### config.mk
export PLATFORM = sky130hd
export DESIGN_NAME = altimeter_flight_event_detector_flat
export DESIGN_NICKNAME = d
export VERILOG_FILES = /design/src/rtl/afed_pkg.sv /design/src/rtl/afed_in_if.sv /design/src/rtl/afed_out_if.sv /design/src/rtl/afed_div.sv /design/src/rtl/altimeter_flight_event_detector.sv /design/src/flat_wrapper.sv
export SDC_FILE = /design/constraint.sdc
export NUM_CORES = 2
export LEC_CHECK = 0
export BUFFER_PORTS_ARGS = -buffer_cell sky130_fd_sc_hd__buf_2
export CORE_ASPECT_RATIO = 1.4
export CORE_UTILIZATION = 27
export CTS_CLUSTER_SIZE = 16
export DETAILED_ROUTE_END_ITERATION = 8
export PLACE_DENSITY_LB_ADDON = 0.15
export SYNTH_ARGS = -nofsm -noshare
export SYNTH_HDL_FRONTEND = slang
export SYNTH_SLANG_ARGS = --single-unit
### constraint.sdc
create_clock -name clk -period 8.39 [get_ports clk]
set_input_delay 0 -clock clk [delete_from_list [all_inputs] [get_ports clk]]
set_output_delay 0 -clock clk [all_outputs]
set_load 0.01 [all_outputs]
### src/rtl/afed_pkg.sv
`default_nettype none

package afed_pkg;

  // fixed field widths
  localparam int ELAPSED_W  = 16;
  localparam int MODE_W     = 3;
  localparam int ALPHA_W    = 16;
  localparam int ALT_THR_W  = 24;
  localparam int SPD_THR_W  = 20;
  localparam int GND_THR_W  = 19;
  localparam int COUNT_W    = 8;
  localparam int CFG_ADDR_W = 3;
  localparam int CFG_DATA_W = 24;

  // shared multiplier: small operand is a weight or the ms-to-s scale
  localparam int MUL_A_W = ALPHA_W + 1;
  localparam int Q_FRAC  = 16;
  localparam logic signed [MUL_A_W-1:0] SPEED_SCALE = 17'sd1000;

  // event select codes
  localparam logic [MODE_W-1:0] MODE_LAUNCH = 3'd0;
  localparam logic [MODE_W-1:0] MODE_APOGEE = 3'd1;
  localparam logic [MODE_W-1:0] MODE_CHUTE  = 3'd2;
  localparam logic [MODE_W-1:0] MODE_GROUND = 3'd3;

  // register indexes
  localparam logic [CFG_ADDR_W-1:0] REG_ALPHA_ALT  = 3'd0;
  localparam logic [CFG_ADDR_W-1:0] REG_ALPHA_SPD  = 3'd1;
  localparam logic [CFG_ADDR_W-1:0] REG_LAUNCH_THR = 3'd2;
  localparam logic [CFG_ADDR_W-1:0] REG_APOGEE_THR = 3'd3;
  localparam logic [CFG_ADDR_W-1:0] REG_CHUTE_ALT  = 3'd4;
  localparam logic [CFG_ADDR_W-1:0] REG_GROUND_THR = 3'd5;
  localparam logic [CFG_ADDR_W-1:0] REG_MARGIN     = 3'd6;

  // register reset values
  localparam logic [ALPHA_W-1:0]          RST_ALPHA_ALT  = 16'd52429;
  localparam logic [ALPHA_W-1:0]          RST_ALPHA_SPD  = 16'd52429;
  localparam logic signed [ALT_THR_W-1:0] RST_LAUNCH_THR = 24'sd160;
  localparam logic signed [SPD_THR_W-1:0] RST_APOGEE_THR = -20'sd16;
  localparam logic signed [ALT_THR_W-1:0] RST_CHUTE_ALT  = 24'sd0;
  localparam logic [GND_THR_W-1:0]        RST_GROUND_THR = 19'd32;
  localparam logic [COUNT_W-1:0]          RST_MARGIN     = 8'd5;

  typedef enum logic [3:0] {
    ST_IDLE,
    ST_MUL_A,
    ST_ALT,
    ST_MUL_K,
    ST_DIV_LOAD,
    ST_DIV,
    ST_SAT,
    ST_MUL_S,
    ST_SPD,
    ST_EVT
  } afed_state_t;

endpackage

`default_nettype wire

### src/rtl/afed_in_if.sv
`default_nettype none

interface afed_in_if #(parameter int AW = 24);
  import afed_pkg::*;

  logic                 valid;
  logic                 ready;
  logic signed [AW-1:0] altitude_sample;
  logic [ELAPSED_W-1:0] elapsed_ms;
  logic [MODE_W-1:0]    mode;

  modport source (output valid, altitude_sample, elapsed_ms, mode, input ready);
  modport sink   (input valid, altitude_sample, elapsed_ms, mode, output ready);
endinterface

`default_nettype wire

### src/rtl/afed_out_if.sv
`default_nettype none

interface afed_out_if #(parameter int AW = 24, parameter int SW = 20);
  logic                 valid;
  logic                 ready;
  logic signed [AW-1:0] filtered_altitude;
  logic signed [SW-1:0] filtered_speed;
  logic signed [AW-1:0] peak_altitude;
  logic signed [SW-1:0] peak_speed;
  logic                 event_fired;

  modport source (output valid, filtered_altitude, filtered_speed, peak_altitude,
                  peak_speed, event_fired, input ready);
  modport sink   (input valid, filtered_altitude, filtered_speed, peak_altitude,
                  peak_speed, event_fired, output ready);
endinterface

`default_nettype wire

### src/rtl/afed_div.sv
`default_nettype none

// Unsigned restoring divider, one quotient bit per cycle.
module afed_div #(
  parameter int NW = 34
) (
  input  logic                           clk,
  input  logic                           rst_n,
  input  logic                           start,
  input  logic [NW-1:0]                  dividend,
  input  logic [afed_pkg::ELAPSED_W-1:0] divisor,
  output logic [NW-1:0]                  quotient,
  output logic                           done
);
  import afed_pkg::*;

  localparam int CNT_W = $clog2(NW + 1);

  logic [ELAPSED_W-1:0] rem_r, rem_nxt;
  logic [NW-1:0]        quo_r, quo_nxt;
  logic [CNT_W-1:0]     cnt_r, cnt_nxt;
  logic                 busy_r, busy_nxt;
  logic                 done_r, done_nxt;
  logic [ELAPSED_W:0]   trial, diff;
  logic                 fits;

  always_comb begin
    trial    = {rem_r, quo_r[NW-1]};
    diff     = trial - {1'b0, divisor};
    fits     = (trial >= {1'b0, divisor});
    rem_nxt  = rem_r;
    quo_nxt  = quo_r;
    cnt_nxt  = cnt_r;
    busy_nxt = busy_r;
    done_nxt = 1'b0;
    if (start) begin
      rem_nxt  = '0;
      quo_nxt  = dividend;
      cnt_nxt  = CNT_W'(NW);
      busy_nxt = 1'b1;
    end else if (busy_r) begin
      rem_nxt = fits ? diff[ELAPSED_W-1:0] : trial[ELAPSED_W-1:0];
      quo_nxt = {quo_r[NW-2:0], fits};
      cnt_nxt = cnt_r - CNT_W'(1);
      if (cnt_r == CNT_W'(1)) begin
        busy_nxt = 1'b0;
        done_nxt = 1'b1;
      end
    end
  end

  always_ff @(posedge clk) begin
    if (!rst_n) begin
      busy_r <= 1'b0;
      done_r <= 1'b0;
      cnt_r  <= '0;
    end else begin
      busy_r <= busy_nxt;
      done_r <= done_nxt;
      cnt_r  <= cnt_nxt;
    end
  end

  always_ff @(posedge clk) begin
    rem_r <= rem_nxt;
    quo_r <= quo_nxt;
  end

  assign quotient = quo_r;
  assign done     = done_r;

endmodule

`default_nettype wire

### src/rtl/altimeter_flight_event_detector.sv
// The divider for vertical speed yields one quotient bit per cycle (ALTITUDE_BITS+10 bits).
// A finished result waits in the output register while the next word is accepted.
// Reset (rst_n, synchronous, active low) restores register defaults and clears the
// estimates, peaks and confirm counter.
`default_nettype none

module altimeter_flight_event_detector #(
  parameter int ALTITUDE_BITS = 24,
  parameter int SPEED_BITS    = 20
) (
  input  logic                            clk,
  input  logic                            rst_n,
  afed_in_if.sink                         in_if,
  afed_out_if.source                      out_if,
  input  logic                            cfg_we,
  input  logic [afed_pkg::CFG_ADDR_W-1:0] cfg_addr,
  input  logic [afed_pkg::CFG_DATA_W-1:0] cfg_wdata
);
  import afed_pkg::*;

  localparam int AW   = ALTITUDE_BITS;
  localparam int SW   = SPEED_BITS;
  // common width for differences fed to the multiplier
  localparam int DW   = ((AW > SW) ? AW : SW) + 1;
  localparam int PW   = DW + MUL_A_W;
  localparam int BW   = DW + 1;
  // |1000 * altitude step| < 2^(AW+10)
  localparam int NW   = AW + 10;
  localparam int QW   = ((NW > SW) ? NW : SW) + 1;
  localparam int WMAX = (AW > ALT_THR_W) ? AW : ALT_THR_W;
  // compare width: covers estimates and thresholds, signed
  localparam int CW   = ((WMAX > SW) ? WMAX : SW) + 1;

  localparam logic [PW-1:0] HALF_LSB    = PW'(32'd32768);
  localparam logic [QW-1:0] SPD_MAX_MAG = QW'((64'd1 << (SW - 1)) - 64'd1);
  localparam logic [QW-1:0] SPD_MIN_MAG = QW'(64'd1 << (SW - 1));
  localparam logic [SW-1:0] SPD_MAX     = {1'b0, {(SW-1){1'b1}}};
  localparam logic [SW-1:0] SPD_MIN     = {1'b1, {(SW-1){1'b0}}};

  // ---------------------------------------------------------------------------
  // Configuration registers
  // ---------------------------------------------------------------------------
  logic [ALPHA_W-1:0]          alpha_alt_r;
  logic [ALPHA_W-1:0]          alpha_spd_r;
  logic signed [ALT_THR_W-1:0] launch_thr_r;
  logic signed [SPD_THR_W-1:0] apogee_thr_r;
  logic signed [ALT_THR_W-1:0] chute_alt_r;
  logic [GND_THR_W-1:0]        ground_thr_r;
  logic [COUNT_W-1:0]          margin_r;

  always_ff @(posedge clk) begin
    if (!rst_n) begin
      alpha_alt_r  <= RST_ALPHA_ALT;
      alpha_spd_r  <= RST_ALPHA_SPD;
      launch_thr_r <= RST_LAUNCH_THR;
      apogee_thr_r <= RST_APOGEE_THR;
      chute_alt_r  <= RST_CHUTE_ALT;
      ground_thr_r <= RST_GROUND_THR;
      margin_r     <= RST_MARGIN;
    end else if (cfg_we) begin
      case (cfg_addr)
        REG_ALPHA_ALT:  alpha_alt_r  <= cfg_wdata[ALPHA_W-1:0];
        REG_ALPHA_SPD:  alpha_spd_r  <= cfg_wdata[ALPHA_W-1:0];
        REG_LAUNCH_THR: launch_thr_r <= cfg_wdata[ALT_THR_W-1:0];
        REG_APOGEE_THR: apogee_thr_r <= cfg_wdata[SPD_THR_W-1:0];
        REG_CHUTE_ALT:  chute_alt_r  <= cfg_wdata[ALT_THR_W-1:0];
        REG_GROUND_THR: ground_thr_r <= cfg_wdata[GND_THR_W-1:0];
        REG_MARGIN:     margin_r     <= cfg_wdata[COUNT_W-1:0];
        default: ;  // unmapped index: write dropped
      endcase
    end
  end

  // ---------------------------------------------------------------------------
  // Sequencer
  // ---------------------------------------------------------------------------
  afed_state_t state_r, state_nxt;
  logic        accept;
  logic        div_start;
  logic        evt_go;
  logic        div_done;
  logic        out_valid_r;

  always_comb begin
    state_nxt = state_r;
    case (state_r)
      ST_IDLE:     if (in_if.valid) state_nxt = ST_MUL_A;
      ST_MUL_A:    state_nxt = ST_ALT;
      ST_ALT:      state_nxt = ST_MUL_K;
      ST_MUL_K:    state_nxt = ST_DIV_LOAD;
      ST_DIV_LOAD: state_nxt = ST_DIV;
      ST_DIV:      if (div_done) state_nxt = ST_SAT;
      ST_SAT:      state_nxt = ST_MUL_S;
      ST_MUL_S:    state_nxt = ST_SPD;
      ST_SPD:      state_nxt = ST_EVT;
      ST_EVT:      if (!out_valid_r || out_if.ready) state_nxt = ST_IDLE;
      default:     state_nxt = ST_IDLE;
    endcase
  end

  always_comb begin
    in_if.ready = 1'b0;
    div_start   = 1'b0;
    evt_go      = 1'b0;
    case (state_r)
      ST_IDLE:     in_if.ready = 1'b1;
      ST_DIV_LOAD: div_start   = 1'b1;
      // commit only once the output register is free
      ST_EVT:      evt_go      = !out_valid_r || out_if.ready;
      default: ;
    endcase
  end

  assign accept = in_if.ready && in_if.valid;

  always_ff @(posedge clk) begin
    if (!rst_n) state_r <= ST_IDLE;
    else        state_r <= state_nxt;
  end

  // ---------------------------------------------------------------------------
  // Input word and filter state
  // ---------------------------------------------------------------------------
  logic signed [AW-1:0] x_r;
  logic [ELAPSED_W-1:0] t_r;
  logic [MODE_W-1:0]    mode_r;

  always_ff @(posedge clk) begin
    if (accept) begin
      x_r    <= in_if.altitude_sample;
      // zero elapsed time counts as one ms
      t_r    <= (in_if.elapsed_ms == '0) ? ELAPSED_W'(1) : in_if.elapsed_ms;
      mode_r <= in_if.mode;
    end
  end

  logic signed [AW-1:0] alt_r, pk_alt_r, alt_new_r, alt_new_nxt, pk_alt_nxt;
  logic signed [SW-1:0] spd_r, pk_spd_r, spd_new_r, spd_new_nxt, pk_spd_nxt;
  logic signed [SW-1:0] raw_r, raw_nxt;
  logic [COUNT_W-1:0]   cnt_r, cnt_nxt;
  logic                 neg_r;
  logic                 fire;

  // ---------------------------------------------------------------------------
  // Shared multiplier: altitude blend, x1000 scale, speed blend
  // ---------------------------------------------------------------------------
  logic signed [MUL_A_W-1:0] mul_a;
  logic signed [DW-1:0]      mul_b;
  logic signed [PW-1:0]      prod_nxt, prod_r;
  logic signed [DW-1:0]      alt_d, x_d, alt_new_d, spd_d, raw_d;

  assign alt_d     = $signed({{(DW-AW){alt_r[AW-1]}}, alt_r});
  assign x_d       = $signed({{(DW-AW){x_r[AW-1]}}, x_r});
  assign alt_new_d = $signed({{(DW-AW){alt_new_r[AW-1]}}, alt_new_r});
  assign spd_d     = $signed({{(DW-SW){spd_r[SW-1]}}, spd_r});
  assign raw_d     = $signed({{(DW-SW){raw_r[SW-1]}}, raw_r});

  // blend is rewritten as fresh + a*(old - fresh), rounded at bit 16
  always_comb begin
    case (state_r)
      ST_MUL_A: begin
        mul_a = $signed({1'b0, alpha_alt_r});
        mul_b = alt_d - x_d;
      end
      ST_MUL_K: begin
        mul_a = SPEED_SCALE;
        mul_b = alt_new_d - alt_d;
      end
      ST_MUL_S: begin
        mul_a = $signed({1'b0, alpha_spd_r});
        mul_b = spd_d - raw_d;
      end
      default: begin
        mul_a = '0;
        mul_b = '0;
      end
    endcase
  end

  assign prod_nxt = mul_a * mul_b;

  always_ff @(posedge clk) begin
    prod_r <= prod_nxt;
  end

  // round-half-up then floor shift
  logic signed [PW-1:0] rnd_sum, rnd_sh;
  logic signed [BW-1:0] blend_q, x_b, raw_b, alt_blend, spd_blend;

  assign rnd_sum     = prod_r + $signed(HALF_LSB);
  assign rnd_sh      = rnd_sum >>> Q_FRAC;
  assign blend_q     = rnd_sh[BW-1:0];
  assign x_b         = $signed({{(BW-AW){x_r[AW-1]}}, x_r});
  assign raw_b       = $signed({{(BW-SW){raw_r[SW-1]}}, raw_r});
  assign alt_blend   = x_b + blend_q;
  assign spd_blend   = raw_b + blend_q;
  assign alt_new_nxt = alt_blend[AW-1:0];
  assign spd_new_nxt = spd_blend[SW-1:0];

  always_ff @(posedge clk) begin
    if (state_r == ST_ALT) alt_new_r <= alt_new_nxt;
    if (state_r == ST_SPD) spd_new_r <= spd_new_nxt;
  end

  // ---------------------------------------------------------------------------
  // Speed divide: |1000*dA| / t, sign restored afterwards
  // ---------------------------------------------------------------------------
  logic [PW-1:0] prod_mag;
  logic [NW-1:0] quotient;

  assign prod_mag = prod_r[PW-1] ? PW'(-prod_r) : PW'(prod_r);

  always_ff @(posedge clk) begin
    if (div_start) neg_r <= prod_r[PW-1];
  end

  afed_div #(
    .NW (NW)
  ) u_div (
    .clk      (clk),
    .rst_n    (rst_n),
    .start    (div_start),
    .dividend (prod_mag[NW-1:0]),
    .divisor  (t_r),
    .quotient (quotient),
    .done     (div_done)
  );

  // saturate to the speed range (truncation toward zero already holds)
  logic [QW-1:0] q_ext, q_neg;

  assign q_ext = QW'(quotient);
  assign q_neg = '0 - q_ext;

  always_comb begin
    if (!neg_r) raw_nxt = (q_ext > SPD_MAX_MAG) ? SPD_MAX : q_ext[SW-1:0];
    else        raw_nxt = (q_ext > SPD_MIN_MAG) ? SPD_MIN : q_neg[SW-1:0];
  end

  always_ff @(posedge clk) begin
    if (state_r == ST_SAT) raw_r <= raw_nxt;
  end

  // ---------------------------------------------------------------------------
  // Event test, confirm counter, peaks
  // ---------------------------------------------------------------------------
  logic signed [CW-1:0] alt_c, spd_c, launch_c, apogee_c, chute_c;
  logic [CW-1:0]        spd_mag;
  logic                 tested, cond;
  logic [COUNT_W-1:0]   cnt_inc;

  assign alt_c    = $signed({{(CW-AW){alt_new_r[AW-1]}}, alt_new_r});
  assign spd_c    = $signed({{(CW-SW){spd_new_r[SW-1]}}, spd_new_r});
  assign launch_c = $signed({{(CW-ALT_THR_W){launch_thr_r[ALT_THR_W-1]}}, launch_thr_r});
  assign apogee_c = $signed({{(CW-SPD_THR_W){apogee_thr_r[SPD_THR_W-1]}}, apogee_thr_r});
  assign chute_c  = $signed({{(CW-ALT_THR_W){chute_alt_r[ALT_THR_W-1]}}, chute_alt_r});
  assign spd_mag  = spd_c[CW-1] ? CW'(-spd_c) : CW'(spd_c);

  always_comb begin
    tested = 1'b1;
    cond   = 1'b0;
    case (mode_r)
      MODE_LAUNCH: cond = alt_c > launch_c;
      MODE_APOGEE: cond = spd_c < apogee_c;
      MODE_CHUTE:  cond = alt_c < chute_c;
      MODE_GROUND: cond = spd_mag < CW'(ground_thr_r);
      default:     tested = 1'b0;  // no event selected: counter untouched
    endcase
  end

  // counter sticks at its top value
  assign cnt_inc = (cnt_r == {COUNT_W{1'b1}}) ? cnt_r : cnt_r + COUNT_W'(1);
  assign fire    = tested && cond && (cnt_inc > margin_r);

  always_comb begin
    if (!tested)                 cnt_nxt = cnt_r;
    else if (!cond || fire)      cnt_nxt = '0;
    else                         cnt_nxt = cnt_inc;
  end

  assign pk_alt_nxt = (alt_new_r > pk_alt_r) ? alt_new_r : pk_alt_r;
  assign pk_spd_nxt = (spd_new_r > pk_spd_r) ? spd_new_r : pk_spd_r;

  always_ff @(posedge clk) begin
    if (!rst_n) begin
      alt_r    <= '0;
      spd_r    <= '0;
      pk_alt_r <= '0;
      pk_spd_r <= '0;
      cnt_r    <= '0;
    end else if (evt_go) begin
      alt_r    <= alt_new_r;
      spd_r    <= spd_new_r;
      pk_alt_r <= pk_alt_nxt;
      pk_spd_r <= pk_spd_nxt;
      cnt_r    <= cnt_nxt;
    end
  end

  // ---------------------------------------------------------------------------
  // Output register
  // ---------------------------------------------------------------------------
  logic signed [AW-1:0] o_alt_r, o_pk_alt_r;
  logic signed [SW-1:0] o_spd_r, o_pk_spd_r;
  logic                 o_fired_r;

  always_ff @(posedge clk) begin
    if (!rst_n)                         out_valid_r <= 1'b0;
    else if (evt_go)                    out_valid_r <= 1'b1;
    else if (out_valid_r && out_if.ready) out_valid_r <= 1'b0;
  end

  always_ff @(posedge clk) begin
    if (evt_go) begin
      o_alt_r    <= alt_new_r;
      o_spd_r    <= spd_new_r;
      o_pk_alt_r <= pk_alt_nxt;
      o_pk_spd_r <= pk_spd_nxt;
      o_fired_r  <= fire;
    end
  end

  assign out_if.valid             = out_valid_r;
  assign out_if.filtered_altitude = o_alt_r;
  assign out_if.filtered_speed    = o_spd_r;
  assign out_if.peak_altitude     = o_pk_alt_r;
  assign out_if.peak_speed        = o_pk_spd_r;
  assign out_if.event_fired       = o_fired_r;

endmodule

`default_nettype wire

### src/flat_wrapper.sv
// flat-port wrapper written by rule: the top's interface ports become plain ports
module altimeter_flight_event_detector_flat import afed_pkg::*;
#(
  parameter int ALTITUDE_BITS = 24,
  parameter int SPEED_BITS    = 20
)
  (clk, rst_n, cfg_we, cfg_addr, cfg_wdata, in_if_valid, in_if_altitude_sample, in_if_elapsed_ms, in_if_mode, in_if_ready, out_if_valid, out_if_filtered_altitude, out_if_filtered_speed, out_if_peak_altitude, out_if_peak_speed, out_if_event_fired, out_if_ready);
  afed_in_if in_if_i ();
  afed_out_if out_if_i ();
  input  logic clk;
  input  logic rst_n;
  input  logic cfg_we;
  input  logic [afed_pkg::CFG_ADDR_W-1:0] cfg_addr;
  input  logic [afed_pkg::CFG_DATA_W-1:0] cfg_wdata;
  input wire logic [$bits(in_if_i.valid)-1:0] in_if_valid;
  input wire logic [$bits(in_if_i.altitude_sample)-1:0] in_if_altitude_sample;
  input wire logic [$bits(in_if_i.elapsed_ms)-1:0] in_if_elapsed_ms;
  input wire logic [$bits(in_if_i.mode)-1:0] in_if_mode;
  output wire logic [$bits(in_if_i.ready)-1:0] in_if_ready;
  output wire logic [$bits(out_if_i.valid)-1:0] out_if_valid;
  output wire logic [$bits(out_if_i.filtered_altitude)-1:0] out_if_filtered_altitude;
  output wire logic [$bits(out_if_i.filtered_speed)-1:0] out_if_filtered_speed;
  output wire logic [$bits(out_if_i.peak_altitude)-1:0] out_if_peak_altitude;
  output wire logic [$bits(out_if_i.peak_speed)-1:0] out_if_peak_speed;
  output wire logic [$bits(out_if_i.event_fired)-1:0] out_if_event_fired;
  input wire logic [$bits(out_if_i.ready)-1:0] out_if_ready;
  assign in_if_i.valid = in_if_valid;
  assign in_if_i.altitude_sample = in_if_altitude_sample;
  assign in_if_i.elapsed_ms = in_if_elapsed_ms;
  assign in_if_i.mode = in_if_mode;
  assign in_if_ready = in_if_i.ready;
  assign out_if_valid = out_if_i.valid;
  assign out_if_filtered_altitude = out_if_i.filtered_altitude;
  assign out_if_filtered_speed = out_if_i.filtered_speed;
  assign out_if_peak_altitude = out_if_i.peak_altitude;
  assign out_if_peak_speed = out_if_i.peak_speed;
  assign out_if_event_fired = out_if_i.event_fired;
  assign out_if_i.ready = out_if_ready;
  altimeter_flight_event_detector #(.ALTITUDE_BITS(ALTITUDE_BITS), .SPEED_BITS(SPEED_BITS)) u_core (.clk(clk), .rst_n(rst_n), .in_if(in_if_i), .out_if(out_if_i), .cfg_we(cfg_we), .cfg_addr(cfg_addr), .cfg_wdata(cfg_wdata));
endmodule
==> metrics.csv <==
metric,value,unit
overflow,0,
die-height,487.2,um
clkTransAtPathRegs,0.07,ns
arrival,8.73,ns
r2r_slack,0.24,ns
ant_nets,0,
critical_path_required,8.97,ns
powerDensity,189.4,nW/um^2
ys_types,94,
period_needed,8.154,ns
finalHoldViolCount,0,
max_stage_delay,0.56,ns
multiInputGateArea,29850,sq um
synth_adder_area_share,27.79,%
wirelength,168300,um
yosys.area.top_type_share,17.51,%
fillers,17530,
synth_xor_xnor_area_share,4.264,%
netlist_instances,5121,
cts_tree,yes,
drt_iter0_markers,1915,
synth_most_common_cell,nand2_1,
cts-root-buf,clkbuf_16,
synthToLayoutAreaGrowth,21.67,%
htree_levels,3,
min_path_type,in -> reg,
synth_nets,5966,
grt_max_degree,206,
yosysTopAreaCell,fa_1,
slowest_stage,fa_1,
holdPathStages,2,
synth_compound_area_share,14.36,%
cts_num_sinks,524,
dr.pass1.iters,5,
cts_buffers,66,
slew_headroom,14.13,%
fin_crit_sh,97.18,%
track_usage,19.66,%
tightest_slew,1.288,ns
wl_per_cell,21.31,um
clk_latency,0.66,ns
synth_edf_count,231,
route.met2.wl,88070,um
rsz0062_at_grt,yes,
ir_worst_vdd,0.0001311,V
drc,0,
syn_area_per_cell,8.865,sq um
timing.hold.ws,0.06453,ns
yosys_warnings,0,
synth-simple-area-share,15.23,%
antenna_found_initial,2,
dp_hpwl,133100,um
grt_first_pass_wirelength,247100,um
grt_pass1_vias,38880,
fp.dieW,348.6,um
reg2reg_depth,31,
skew,0.02971,ns
path_max_fanout,3,
p_leak,23.75,nW
path_class,reg -> reg,
setup_viol,0,
fin_tns_setup,0,ns
start_kind,register,
synth.area.top_cells,"fa_1 18%, edfxtp_1 15%, dfxtp_1 13%",
crit_path_end_kind,register,
finalCoreUtilization,33.17,%
pin_count,166,
rows,177,
nNetsFinal,6455,
run_status,"complete, no violations",
place.gp.congestion,0.9411,
fp.coreArea,166500,sq um
vias_per_cell,4.751,
final-seq-area,12800,sq um
synth_top_family_by_area,adder cells,
cts_buffer_depth,3,
topRoutingLayerUsed,met4,
initial_core_util,27.26,%
syn_area,45400,sq um
drv_cap,0,
portBuffers,165,
synthMuxAreaShare,2.078,%
synthArstFlopShare,0,%
netlist_top_cells_count,"868 x nand2_1, 761 x inv_1, 397 x fa_1",
wl_met1,65130,um
drv_slew,0,
placed_area,51120,sq um
yosysSeqAreaShare,28.20,%
vias,37530,
wl_met3,5538,um
synth-seq-cells,524,
fmax,122.6,MHz
design_area,55240,sq um
ys.flop_type,dfxtp_1,
fp.dieArea,169800,sq um
drive_above_1_share,15.44,%
state kept, by name, indices dropped and copies added (netlist names), 24 cells and up:
signal	cells
u_core.pk_alt_r	24
u_core.u_div.quotient	34
u_core.out_if.peak_altitude	24
u_core.chute_alt_r	24
u_core.x_r	24
u_core.alt_r	24
u_core.prod_r	41
u_core.alt_new_r	24
u_core.out_if.filtered_altitude	24
u_core.launch_thr_r	24
power breakdown:
group / switching [W] / internal [W]
sequential: 0.000246 / 0.00294
combinational: 0.00258 / 0.00183
clock: 0.00122 / 0.00165
total: 0.00405 / 0.00641
cell type report:
class	instances	area share, %
antenna	2	0.009061
clock inverter	27	0.4440
timing repair buffer	631	8.710
clock buffer	91	3.361
sequential	524	23.18
multi-input combinational	3624	54.04
tap	2237	5.067
inverter	763	5.194
layer usage:
metal / track usage, % / vias to the layer above
met4: 10.16 / 0
met3: 1.983 / 279
li1: - / 17930
met5: 0 / -
met2: 36.58 / 817
met1: 21.91 / 18500
cell families after synthesis:
| family | count (synthesis) |
|---|---|
| multiplexers | 91 |
| flip-flops | 524 |
| AO/OA/AOI/OAI | 965 |
| adder cells (fa/ha/maj) | 770 |
| buffers and inverters | 973 |
| AND/OR/NAND/NOR | 1577 |
| XOR/XNOR | 221 |
critical path: cells and delay by family (launching register included):
kind / cells / cell delay, ns
XOR/XNOR: 2 / 0.27
AND/OR/NAND/NOR: 5 / 0.56
flip-flops: 1 / 0.39
buffers and inverters: 6 / 0.82
adder cells (fa/ha/maj): 8 / 3.68
AO/OA/AOI/OAI: 10 / 2.33
worst paths after layout:
kind                                               end                   start
worst max register to register       u_core.prod_r[41]     u_core.alt_new_r[1]
worst min-delay path                  u_core.mode_r[0]           in_if_mode[0]
worst min register to register  u_core.chute_alt_r[12]  u_core.chute_alt_r[12]
worst max-delay path                 u_core.prod_r[41]     u_core.alt_new_r[1]
placed cells by master, fill, tap and decap left out, drive strengths merged, types with 21 or more instances in the layout:
| cell type | count |
|---|---|
| nand3 | 84 |
| nor3 | 46 |
| a211o | 30 |
| o211ai | 36 |
| o31ai | 24 |
| o21ai | 183 |
| dfxtp | 293 |
| nor2 | 288 |
| a31oi | 34 |
| nand4 | 36 |
| a21oi | 223 |
| a211oi | 21 |
| and3 | 25 |
| dlygate4sd3 | 86 |
| o221ai | 28 |
| nand2b | 56 |
| or3 | 21 |
| xor2 | 79 |
| xnor2 | 142 |
| ha | 373 |
| a21boi | 140 |
| nor2b | 41 |
| edfxtp | 231 |
| nand2 | 868 |
| mux2i | 65 |
| buf | 544 |
| mux2 | 26 |
| fa | 397 |
| and2 | 45 |
| o21a | 33 |
| clkbuf | 92 |
| a21o | 74 |
| inv | 768 |
metrics by stage:
| step | instances | worst slack [ns] | total power (W) |
|---|---|---|---|
| after floorplan | 5121 | 0.3729 | 0.005752 |
| after global routing | 7897 | -0.09811 | 0.01111 |
| after global placement | 7667 | -0.3359 | 0.007477 |
| final | 7899 | 0.2363 | 0.01046 |
| after CTS | 7871 | 0.001497 | 0.01047 |
| after detailed placement | 7667 | -0.3709 | 0.007483 |
timing repair:
action                                  CTS  global route
endpoints found under the setup margin   16            20
hold endpoints to repair                173             0
buffers inserted                          0            27
pin swaps                                 6           129
cloned                                    0             1
hold buffers                             86             0
gates resized for setup                  26           164
(Power assumes the default switching activity.)
